[config.mk]
export PLATFORM = sky130hd
export DESIGN_NAME = ants_cmd_front
export DESIGN_NICKNAME = d
export VERILOG_FILES = /design/src/hdl/ants_pkg.sv /design/src/hdl/ants_cmd_front.sv
export SDC_FILE = /design/constraint.sdc
export NUM_CORES = 1
export LEC_CHECK = 0
export BUFFER_PORTS_ARGS = -buffer_cell sky130_fd_sc_hd__buf_2
export CORE_ASPECT_RATIO = 1.75
export CORE_MARGIN = 4
export CORE_UTILIZATION = 50
export CTS_BUF_LIST = sky130_fd_sc_hd__clkbuf_16
export DETAILED_ROUTE_END_ITERATION = 6
export PLACE_DENSITY_LB_ADDON = 0.05
export SLEW_MARGIN = 10
export SYNTH_ARGS = -nofsm -noshare
export SYNTH_HDL_FRONTEND = slang
export SYNTH_SLANG_ARGS = --single-unit
[constraint.sdc]
create_clock -name clk -period 9.7 [get_ports clk]
set_input_delay 0.485 -clock clk [delete_from_list [all_inputs] [get_ports clk]]
set_output_delay 0.485 -clock clk [all_outputs]
set_load 0.005 [all_outputs]
[src/hdl/ants_pkg.sv]
// shared types and constants for the ant tour next city selector
// no dependencies
`timescale 1ns / 1ps

package ants_pkg;

  localparam int CITY_W     = 6;
  localparam int WORD_W     = 32;
  localparam int CFG_W      = 7;
  localparam int APB_DATA_W = 32;
  localparam int CFG_ADDR_W = 3;
  localparam int FIFO_DEPTH = 2;
  localparam int STEP_W     = 5;

  localparam logic [CFG_W-1:0] CITIES_RESET = 7'd64;
  localparam logic [0:0]       REG_CITIES   = 1'b0;

  typedef enum logic [1:0] {
    OP_WRITE = 2'd0,
    OP_START = 2'd1,
    OP_STEP  = 2'd2
  } opcode_t;

  typedef struct packed {
    opcode_t             op;
    logic [CITY_W-1:0]   row;
    logic [CITY_W-1:0]   col;
    logic [WORD_W-1:0]   word;
  } cmd_t;

  typedef enum logic [3:0] {
    S_IDLE = 4'b0001,
    S_SUM  = 4'b0010,
    S_MUL  = 4'b0100,
    S_PICK = 4'b1000
  } eng_state_t;

endpackage

[src/hdl/ants_cmd_front.sv]
// command front end: classifies accepted beats and queues them
// depends on ants_pkg
`timescale 1ns / 1ps

module ants_cmd_front import ants_pkg::*; #(
  parameter int MAX_CITIES = 64
) (
  input  logic              clk,
  input  logic              rst_n,
  input  logic              start,
  output logic              busy,
  input  logic [1:0]        opcode,
  input  logic [CITY_W-1:0] from_city,
  input  logic [CITY_W-1:0] to_city,
  input  logic [WORD_W-1:0] pheromone_value,
  input  logic [WORD_W-1:0] random_word,
  input  logic              pop,
  output cmd_t              head,
  output logic              head_vld
);

  logic [1:0] cnt_r, cnt_nxt;
  logic       wr_ptr_r, wr_ptr_nxt;
  logic       rd_ptr_r, rd_ptr_nxt;
  cmd_t       q_r [FIFO_DEPTH];
  cmd_t       item;
  logic       keep;
  logic       push;
  logic       take;

  assign busy     = (cnt_r == 2'(FIFO_DEPTH));
  assign head_vld = (cnt_r != 2'd0);
  assign head     = q_r[rd_ptr_r];

  always_comb begin
    keep      = 1'b0;
    item.op   = opcode_t'(opcode);
    item.row  = from_city;
    item.col  = to_city;
    item.word = '0;
    case (opcode)
      OP_WRITE: begin
        keep      = (int'(from_city) < MAX_CITIES) && (int'(to_city) < MAX_CITIES);
        item.word = pheromone_value;
      end
      OP_START: keep = 1'b1;
      OP_STEP: begin
        keep      = 1'b1;
        item.word = random_word;
      end
      default: keep = 1'b0;
    endcase
  end

  assign push = start && !busy && keep;
  assign take = pop && head_vld;

  always_comb begin
    cnt_nxt    = cnt_r;
    wr_ptr_nxt = wr_ptr_r;
    rd_ptr_nxt = rd_ptr_r;
    if (push) begin
      wr_ptr_nxt = ~wr_ptr_r;
    end
    if (take) begin
      rd_ptr_nxt = ~rd_ptr_r;
    end
    if (push && !take) begin
      cnt_nxt = cnt_r + 2'd1;
    end else if (take && !push) begin
      cnt_nxt = cnt_r - 2'd1;
    end
  end

  always_ff @(posedge clk) begin
    if (!rst_n) begin
      cnt_r    <= '0;
      wr_ptr_r <= 1'b0;
      rd_ptr_r <= 1'b0;
    end else begin
      cnt_r    <= cnt_nxt;
      wr_ptr_r <= wr_ptr_nxt;
      rd_ptr_r <= rd_ptr_nxt;
    end
  end

  always_ff @(posedge clk) begin
    if (push) begin
      q_r[wr_ptr_r] <= item;
    end
  end

endmodule

==> metrics.md, run 1 <==
| Metric | Value |
|---|---|
| Status | `complete, no violations` |
| Syn Inst Count | `240` |
| Area Growth Syn to Fin | `24.2%` |
| WP data arrival | `1990 ps` |
| Final ANT Viol Nets | `0` |
| Wire per inst | `16.0 um` |
| Clk sinks | `97` |
| Post-CTS Resized | `0` |
| Final nets | `451` |
| DIE AREA | `9660 um2` |
| First-pass GRT wire length | `11.6 mm` |
| Synth Register Bits | `97` |
| Minimum clock period | `2470 ps` |
| Worst-skew pair later-pin latency | `330 ps` |
| CTS Hold Bufs | `0` |
| Worst EP required | `9220 ps` |
| Gr ovfl total | `0` |
| Post-synth EDFFs | `92` |
| CTS Root Cell | `clkbuf_16` |
| Chip width | `76.0 um` |
| RSZ-0062 raised after global routing | `no` |
| CTS tree | `built` |
| Via count | `2365` |
| Initial core utilization | `0.512` |
| Initial drt markers | `160` |
| Post-Route WL | `7.41 mm` |
| Peak VDD IR | `0.171 mV` |
| Post-CTS setup buffers | `0` |
| Top FF cell, synth | `edfxtp_1` |
| Share of flip-flops with an asynchronous set or reset | `0` |
| Placed wire-length estimate | `4.99 mm` |
| Overall global routing resource usage | `0.155` |
| CORE AREA | `7910 um2` |
| R2R depth | `3` |
| Yosys top cell area share | `0.682` |
| Placer Congestion | `0.704` |
| Met2 Track Usage GR | `0.263` |
| Clk slew on worst S/H paths | `70 ps` |
| Count leader, synth | `edfxtp_1` |
| Pwr per Cell Area | `230 nW/um2` |
| Ant diodes | `0` |
| Max Fanout on Critical Path | `46` |
| Busiest grt layer | `met2` |
| H-Tree Depth | `3` |
| Endpoints failing hold | `0` |
| Die Ht | `127 um` |
| Tcrit/Tclk final | `0.255` |
| CTS buffer count | `9` |
| Vias in the first global route | `2477` |
| Std cell rows | `43` |
| Largest net degree at the start of global routing | `47` |
| Post-synth top cells | `92 x edfxtp_1, 46 x mux2_2, 33 x mux2i_1, 32 x nor2_1, 7 x buf_4` |
| Cell Area, Synth | `4050 um2` |
| Synth Area per Inst | `16.9 um2` |
| Least-Margin Pin Slew | `1120 ps` |
| Clock Tree Buf Depth | `2` |
| Synth top area cells | `edfxtp_1 68%, mux2_2 13%, mux2i_1 8.2%, nor2_1 3.0%, dfxtp_1 2.5%` |
| Sequential share of the synthesized area | `0.707` |
| Setup TNS | `0 ps` |
| Routed vias/inst | `5.11` |
| Critical path class | `register to output port` |
| Ys Warns | `0` |
| DRC errors left | `0` |
| Final Setup Violations | `0` |
| I/O pin count | `130` |
| Met1 usage | `0.181` |
| Leak | `2.04 nW` |
| Normalized max-slew margin | `0.256` |
| CP Launch Type | `register` |
| Worst min path class | `input port to register` |
| Netlist cell types | `22` |
| Max cap viols | `0` |
| Fill cells | `646` |
| Crit end category | `output port` |
| Clk_skew | `4.95 ps` |
| Largest area contributor in the netlist | `edfxtp_1` |
| Port Buffers | `129` |
| Antenna violations before repair | `0` |
| Highest clock rate | `405 MHz` |
| Share of layout cells above drive strength 1 | `0.528` |
| Post-Syn Nets | `323` |
| Worst hold stages | `1` |
| Initial DRT Pass Iterations | `4` |
| Worst hold slack | `337 ps` |
| Met3 Use GR | `0.0409` |
| Slew Limit Fails | `0` |
==> cells by family after synthesis <==
group                      share of synthesized area
DFF                                            0.707
muxes                                          0.210
and+or+nand+nor                               0.0445
buffers and inverters                         0.0201
AOI/OAI and AO/OA                            0.00927
xor gates and xnor gates                     0.00649
adders and majority gates                    0.00309
==> power by group <==
group / internal [mW] / switching [mW]
clock network: 0.175 / 0.152
logic: 0.150 / 0.111
registers: 0.525 / 0.0429
total: 0.851 / 0.305
==> flip-flops by register name (all words and copies together) (netlist names), named ones only <==
name and count:
rd_ptr_r 1, cnt_r 2, wr_ptr_r 1, q_r 92
==> metal layers <==
layer	vias up	routed length, um
met5	-	0
met3	7	549
li1	1153	-
met2	85	3910
met1	1120	2830
met4	0	123
==> critical path: stages, from the launching register on <==
cell and delay [ps]:
dfxtp_2 1060, mux2_2 440, buf_2 130
==> final cells by class <==
cell class              instances  area (um2)  share of cell area
repair buffers                130         653               0.130
clock buffers                   9         225              0.0448
clock inverters                 7        55.1              0.0110
inverters                       1        3.75            0.000747
flip-flops and latches         97        2860               0.570
multi-input cells             129        1110               0.222
well taps                      90         113              0.0224
==> cell usage in the layout (no fill, tap or decap), types with 3 or more instances in the layout <==
cell / n
nor2_1: 32
mux2i_1: 33
dfxtp_1: 4
buf_2: 129
clkinvlp_4: 5
and2_1: 3
clkbuf_16: 9
edfxtp_1: 92
mux2_2: 46
==> metrics by stage <==
step            util  setup WS [ps]  instances  cell area [um2]  total power [mW]
2_1_floorplan      -           6190        240             4050             0.734
3_3_place_gp   0.600           6970        447             4750             0.843
3_5_place_dp   0.600           6960        447             4750             0.847
4_1_cts        0.636           7180        463             5030              1.17
5_1_grt        0.636           7090        463             5030              1.22
6_report       0.636           7230        463             5030              1.16
==> worst paths after layout <==
| path | startpoint | endpoint | slack, ps |
|---|---|---|---|
| worst min register to register | wr_ptr_r | wr_ptr_r | 530 |
| worst max-delay path | register | head[20] | 7230 |
| worst min-delay path | to_city[2] | q_r[0][34] | 340 |
| worst max register to register | cnt_r[0] | q_r[1][13] | 7590 |
Power figures use the tool's default switching activity.
==> inputs of run 2 (changes only) <==
==> constraint.sdc (replaced) <==
create_clock -name clk -period 2.4 [get_ports clk]
set_input_delay 0.12 -clock clk [delete_from_list [all_inputs] [get_ports clk]]
set_output_delay 0.12 -clock clk [all_outputs]
set_load 0.005 [all_outputs]
==> metrics.md, run 2 (synthesis gave the netlist of run 1 again) <==
| Metric | Value |
|---|---|
| Most flop-heavy register | `q_r (unchanged)` |
| Ant diodes | `0 (unchanged)` |
| R2r setup slk | `770 ps (was 7590 ps)` |
| Most common cell after layout, fill and taps aside | `buf_2 (unchanged)` |
| R2R Path Start | `cnt_r[0] (unchanged)` |
| DRC errors left | `0 (unchanged)` |
| Vias in the first global route | `2554 (was 2477)` |
| CTS tree | `built (unchanged)` |
| Worst min path class | `input port to register (unchanged)` |
| Final total power | `4.85 mW (was 1.16 mW)` |
| Highest clock rate | `614 MHz` |
| Post-Route WL | `7.71 mm (was 7.41 mm)` |
| Total stage count of the critical path | `5 (was 2)` |
| Slew Limit Fails | `0 (unchanged)` |
| Crit end category | `register (was output port)` |
| Biggest regs | `q_r: 92 flops, cnt_r: 2 flops (unchanged)` |
| Worst EP required | `2660 ps (was 9220 ps)` |
| Post-CTS setup buffers | `0 (unchanged)` |
| Minimum clock period | `1630 ps` |
| Peak VDD IR | `0.752 mV (was 0.171 mV)` |
| Clk slew on worst S/H paths | `60 ps (was 70 ps)` |
| Max stage delay on crit path | `410 ps (was 1060 ps)` |
| Least-Margin Pin Slew | `555 ps (was 1120 ps)` |
| CTS buffer count | `9 (unchanged)` |
| Commonest non-fill, non-tap cells in the layout | `129 x buf_2, 92 x edfxtp_1, 46 x mux2_2 (unchanged)` |
| Pwr per Cell Area | `928 nW/um2 (was 230 nW/um2)` |
| First-pass GRT wire length | `12.1 mm (was 11.6 mm)` |
| Worst hold slack | `68.7 ps (was 337 ps)` |
| Initial core utilization | `0.512 (unchanged)` |
| Via count | `2425 (was 2365)` |
| Clk_skew | `4.61 ps (was 4.95 ps)` |
| Placed insts | `452 (was 447)` |
| Final Cell Area | `5230 um2 (was 5030 um2)` |
| Final ANT Viol Nets | `0 (unchanged)` |
| WP buf/inv | `0 (was 1)` |
| Worst-skew pair later-pin latency | `330 ps (about the same)` |
| Routed vias/inst | `5.06 (was 5.11)` |
| Placed wire-length estimate | `5.20 mm (was 4.99 mm)` |
| CP max-delay cell | `dfxtp_1 (was dfxtp_2)` |
| CTS Root Cell | `clkbuf_16 (unchanged)` |
| CORE AREA | `7910 um2 (unchanged)` |
| Final nets | `468 (was 451)` |
| Status | `complete, no violations (unchanged)` |
| Post-CTS Resized | `0 (unchanged)` |
| H-Tree Depth | `3 (unchanged)` |
| Max Fanout on Critical Path | `5 (was 46)` |
| Placer Congestion | `0.681 (was 0.704)` |
| CP Launch Type | `register (unchanged)` |
| Overall global routing resource usage | `0.161 (was 0.155)` |
| Initial DRT Pass Iterations | `4 (unchanged)` |
| Crit. Startpoint | `cnt_r[0]` |
| Clk sinks | `97 (unchanged)` |
| Share of layout cells above drive strength 1 | `0.509 (was 0.528)` |
| DP Area | `4810 um2 (was 4750 um2)` |
| DIE AREA | `9660 um2 (unchanged)` |
| Reg-to-Reg End | `cnt_r[1] (was q_r[1][13])` |
| Worst path top cell family by delay | `simple AND/OR/NAND/NOR gates (was flip-flops)` |
| Final Setup Violations | `0 (unchanged)` |
| I/O pin count | `130 (unchanged)` |
| Clock Tree Buf Depth | `2 (unchanged)` |
| Endpoints failing hold | `0 (unchanged)` |
| WP data arrival | `1890 ps (was 1990 ps)` |
| R2R depth | `5 (was 3)` |
| Largest net degree at the start of global routing | `47 (unchanged)` |
| Die Ht | `127 um (unchanged)` |
| Tcrit/Tclk final | `0.678` |
| Chip width | `76.0 um (unchanged)` |
| Gr ovfl total | `0 (unchanged)` |
| Leak | `2.15 nW (was 2.04 nW)` |
| Area Growth Syn to Fin | `29.2% (was 24.2%)` |
| Fin cells | `479 (was 463)` |
| Initial drt markers | `150 (was 160)` |
| Std cell rows | `43 (unchanged)` |
| CP endpoint | `cnt_r[1] (was head[20])` |
| Max cap viols | `0 (unchanged)` |
| Critical path class | `register to register (was register to output port)` |
| CTS Hold Bufs | `12 (was 0)` |
| Normalized max-slew margin | `0.630 (was 0.256)` |
| Port Buffers | `129 (unchanged)` |
| Worst-path cell chain | `nor2b_1 > a211oi_4 > ha_1 > or3_1 > a21boi_1 (was mux2_2 > buf_2)` |
| Wire per inst | `16.1 um (was 16.0 um)` |
| Setup TNS | `0 ps (unchanged)` |
| Max reg flops | `92 (unchanged)` |
| Antenna violations before repair | `0 (unchanged)` |
| RSZ-0062 raised after global routing | `no (unchanged)` |
## run 2: cell count changes in the layout (fill, tap and decap cells not counted)
cell,delta
buf_4,+3
clkinv_2,+1
dlygate4sd3_1,+12
clkinv_1,+1
inv_6,-2
clkinvlp_4,-5
buf_12,+2
bufinv_16,+2
inv_1,+2
## run 2: worst min-delay path by stage
stage                             from          to  depth (start not counted)
after floorplan             to_city[0]  q_r[0][32]                          0
after global placement    from_city[1]  q_r[1][39]                          1
after detailed placement    to_city[4]  q_r[1][36]                          1
after CTS                        rst_n    register                          2
after global routing             rst_n    register                          2
final                            rst_n    register                          2
## run 2: worst register-to-register path, stage by stage, from the launching register on
cell	delay (ps)
dfxtp_1	410
nor2b_1	110
a211oi_4	240
ha_1	310
or3_1	360
a21boi_1	140
## run 2: stage by stage
stage	setup WS, ps	util
final	773	0.661
after global routing	652	0.661
after CTS	756	0.661
after detailed placement	769	0.608
after global placement	796	0.608
after floorplan	123	-
## run 2: power by group
| group | total (mW) | internal [mW] | switching (mW) |
|---|---|---|---|
| clock network | 1.44 | 0.893 | 0.548 |
| logic | 1.22 | 0.655 | 0.568 |
| registers | 2.19 | 2.12 | 0.0685 |
## run 2: area by class of cell
cell class / count / area [um2]
Sequential cell: 97 / 2860
Tap cell: 90 / 113
Clock inverter: 6 / 76.3
Fill cell: 586 / 2680
Clock buffer: 9 / 225
Timing Repair Buffer: 147 / 836
Inverter: 1 / 3.75
Multi-Input combinational cell: 129 / 1110
## run 2: per-layer routing
layer  vias up  GRT usage  wire, um  part of all wire
met5         -          0         0                 0
met4         0     0.0660       173             0.022
met3        12     0.0458       491             0.064
met2        89      0.280      4140              0.54
met1      1138      0.183      2910              0.38
li1       1186          -         -                 -
==> inputs of run 3 (changes only) <==
==> constraint.sdc (replaced) <==
create_clock -name clk -period 1.65 [get_ports clk]
set_input_delay 0.0825 -clock clk [delete_from_list [all_inputs] [get_ports clk]]
set_output_delay 0.0825 -clock clk [all_outputs]
set_load 0.005 [all_outputs]
==> metrics.md, run 3 (synthesis gave the netlist of run 1 again) <==
| Metric | Value |
|---|---|
| Status | `complete, no violations (unchanged)` |
| Dpl ws | `107 ps (was 769 ps)` |
| WP data arrival | `1570 ps (was 1890 ps)` |
| Commonest non-fill, non-tap cells in the layout | `129 x buf_2, 92 x edfxtp_1, 46 x mux2_2 (unchanged)` |
| Most flop-heavy register | `q_r (unchanged)` |
| Initial DRT Pass Iterations | `4 (unchanged)` |
| CP endpoint | `q_r[0][41] (was cnt_r[1])` |
| Clk sinks | `97 (unchanged)` |
| DRC errors left | `0 (unchanged)` |
| Area Growth Syn to Fin | `30.7% (was 29.2%)` |
| Initial core utilization | `0.512 (unchanged)` |
| Crit. Startpoint | `cnt_r[1] (was cnt_r[0])` |
| Ant diodes | `0 (unchanged)` |
| First-pass GRT wire length | `12.1 mm (unchanged)` |
| Routed vias/inst | `5.04 (was 5.06)` |
| Final Setup Violations | `0 (unchanged)` |
| CTS Root Cell | `clkbuf_16 (unchanged)` |
| Port Buffers | `129 (unchanged)` |
| Antenna violations before repair | `0 (unchanged)` |
| Max cap viols | `0 (unchanged)` |
| Wire per inst | `15.5 um (was 16.1 um)` |
| Final nets | `472 (was 468)` |
| I/O pin count | `130 (unchanged)` |
| Least-Margin Pin Slew | `416 ps (was 555 ps)` |
| Minimum clock period | `1540 ps (was 1630 ps)` |
| Clk_skew | `3.85 ps (was 4.61 ps)` |
| Peak VDD IR | `0.728 mV (was 0.752 mV)` |
| CORE AREA | `7910 um2 (unchanged)` |
| DIE AREA | `9660 um2 (unchanged)` |
| Die Ht | `127 um (unchanged)` |
| Share of layout cells above drive strength 1 | `0.523 (was 0.509)` |
| Largest net degree at the start of global routing | `35 (was 47)` |
| Placer Congestion | `0.707 (was 0.681)` |
| Critical path class | `register to register (unchanged)` |
| Overall global routing resource usage | `0.160 (was 0.161)` |
| Tcrit/Tclk final | `0.933 (was 0.678)` |
| Highest clock rate | `649 MHz (was 614 MHz)` |
| Worst EP required | `1680 ps (was 2660 ps)` |
| Normalized max-slew margin | `0.723 (was 0.630)` |
| R2R Path Start | `cnt_r[1] (was cnt_r[0])` |
| Crit end category | `register (unchanged)` |
| Clock Tree Buf Depth | `2 (unchanged)` |
| R2R depth | `5 (unchanged)` |
| Clk slew on worst S/H paths | `60 ps (about the same)` |
| Worst min path class | `input port to register (unchanged)` |
| H-Tree Depth | `3 (unchanged)` |
| Fill cells | `577 (was 586)` |
| RSZ-0062 raised after global routing | `no (unchanged)` |
| Setup TNS | `0 ps (unchanged)` |
| Max Fanout on Critical Path | `24 (was 5)` |
| Vias in the first global route | `2551 (was 2554)` |
| Post-Route WL | `7.50 mm (was 7.71 mm)` |
| R2r setup slk | `110 ps (was 770 ps)` |
| Max reg flops | `92 (unchanged)` |
| CP Launch Type | `register (unchanged)` |
| Leak | `2.16 nW (was 2.15 nW)` |
| CTS tree | `built (unchanged)` |
| Slew Limit Fails | `0 (unchanged)` |
| Post-CTS setup buffers | `0 (unchanged)` |
| Worst-skew pair later-pin latency | `330 ps (about the same)` |
| Endpoints failing hold | `0 (unchanged)` |
| Gr ovfl total | `0 (unchanged)` |
| Most common cell after layout, fill and taps aside | `buf_2 (unchanged)` |
| Std cell rows | `43 (unchanged)` |
| CTS buffer count | `9 (unchanged)` |
| Biggest regs | `q_r: 92 flops, cnt_r: 2 flops (unchanged)` |
| Chip width | `76.0 um (unchanged)` |
| Initial drt markers | `131 (was 150)` |
| Via count | `2440 (was 2425)` |
| PnR worst setup slack | `110 ps (was 773 ps)` |
| Placed wire-length estimate | `5.15 mm (was 5.20 mm)` |
| Reg-to-Reg End | `q_r[0][41] (was cnt_r[1])` |
| Pwr per Cell Area | `1320 nW/um2 (was 928 nW/um2)` |
| Final ANT Viol Nets | `0 (unchanged)` |
-- run 3: changes by cell type in the layout (fill, tap and decap cells not counted) --
| cell | before | now |
|---|---|---|
| nor2b_1 | 1 | 0 |
| nor2b_4 | 1 | 2 |
| buf_4 | 4 | 5 |
| clkinv_1 | 1 | 3 |
| dfxtp_1 | 4 | 2 |
| bufinv_16 | 2 | 1 |
| dfxtp_2 | 1 | 3 |
| buf_12 | 2 | 5 |
| clkinvlp_4 | 0 | 2 |
| inv_1 | 3 | 1 |
-- run 3: worst min path at each step --
stage | start | endpoint | cells past startpoint
after floorplan | to_city[0] | q_r[0][32] | 0
after CTS | rst_n | register | 2
after global placement | from_city[1] | q_r[1][39] | 1
final | rst_n | rd_ptr_r | 2
after detailed placement | to_city[5] | q_r[0][37] | 1
after global routing | rst_n | cnt_r[0] | 2
-- run 3: repair_timing --
action | CTS | global route
endpoints found under the hold margin | 24 | 0
hold buffers | 12 | 0
resized for setup | 0 | 0
-- run 3: routing by layer --
layer,GRT usage,wire length (um)
met1,0.182,2890
met2,0.284,4040
met3,0.0374,438
met4,0.0692,129
met5,0,0
-- run 3: critical path: stages (launching register included) --
cell,delay (ps)
dfxtp_2,330
nor2b_4,130
a211oi_4,220
buf_4,160
nor2b_4,190
buf_12,200
-- run 3: power by group --
part / total (mW) / internal (mW) / switching, mW / leakage, nW
logic: 1.86 / 1.02 / 0.833 / 1.12
registers: 3.20 / 3.09 / 0.110 / 0.906
clock network: 1.96 / 1.15 / 0.802 / 0.134
total: 7.01 / 5.27 / 1.74 / 2.16
-- run 3: layout make-up --
class                           count  area, um2  share of cell area
Clock buffer                        9        225              0.0425
Clock inverter                      7       61.3              0.0116
Inverter                            1       3.75            0.000709
Multi-Input combinational cell    129       1120               0.212
Sequential cell                    97       2870               0.541
Tap cell                           90        113              0.0213
Timing Repair Buffer              151        903               0.171
-- run 3: per-stage QoR --
step	utilization	instance area, um2	total power, mW	hold slack (ps)	cells
final	0.669	5290	7.01	32.7	484
after global routing	0.669	5290	7.39	45.0	484
after CTS	0.669	5290	7.11	26.6	484
after detailed placement	0.618	4890	5.13	277	456
after global placement	0.618	4890	5.10	272	456
after floorplan	-	4070	4.33	181	240
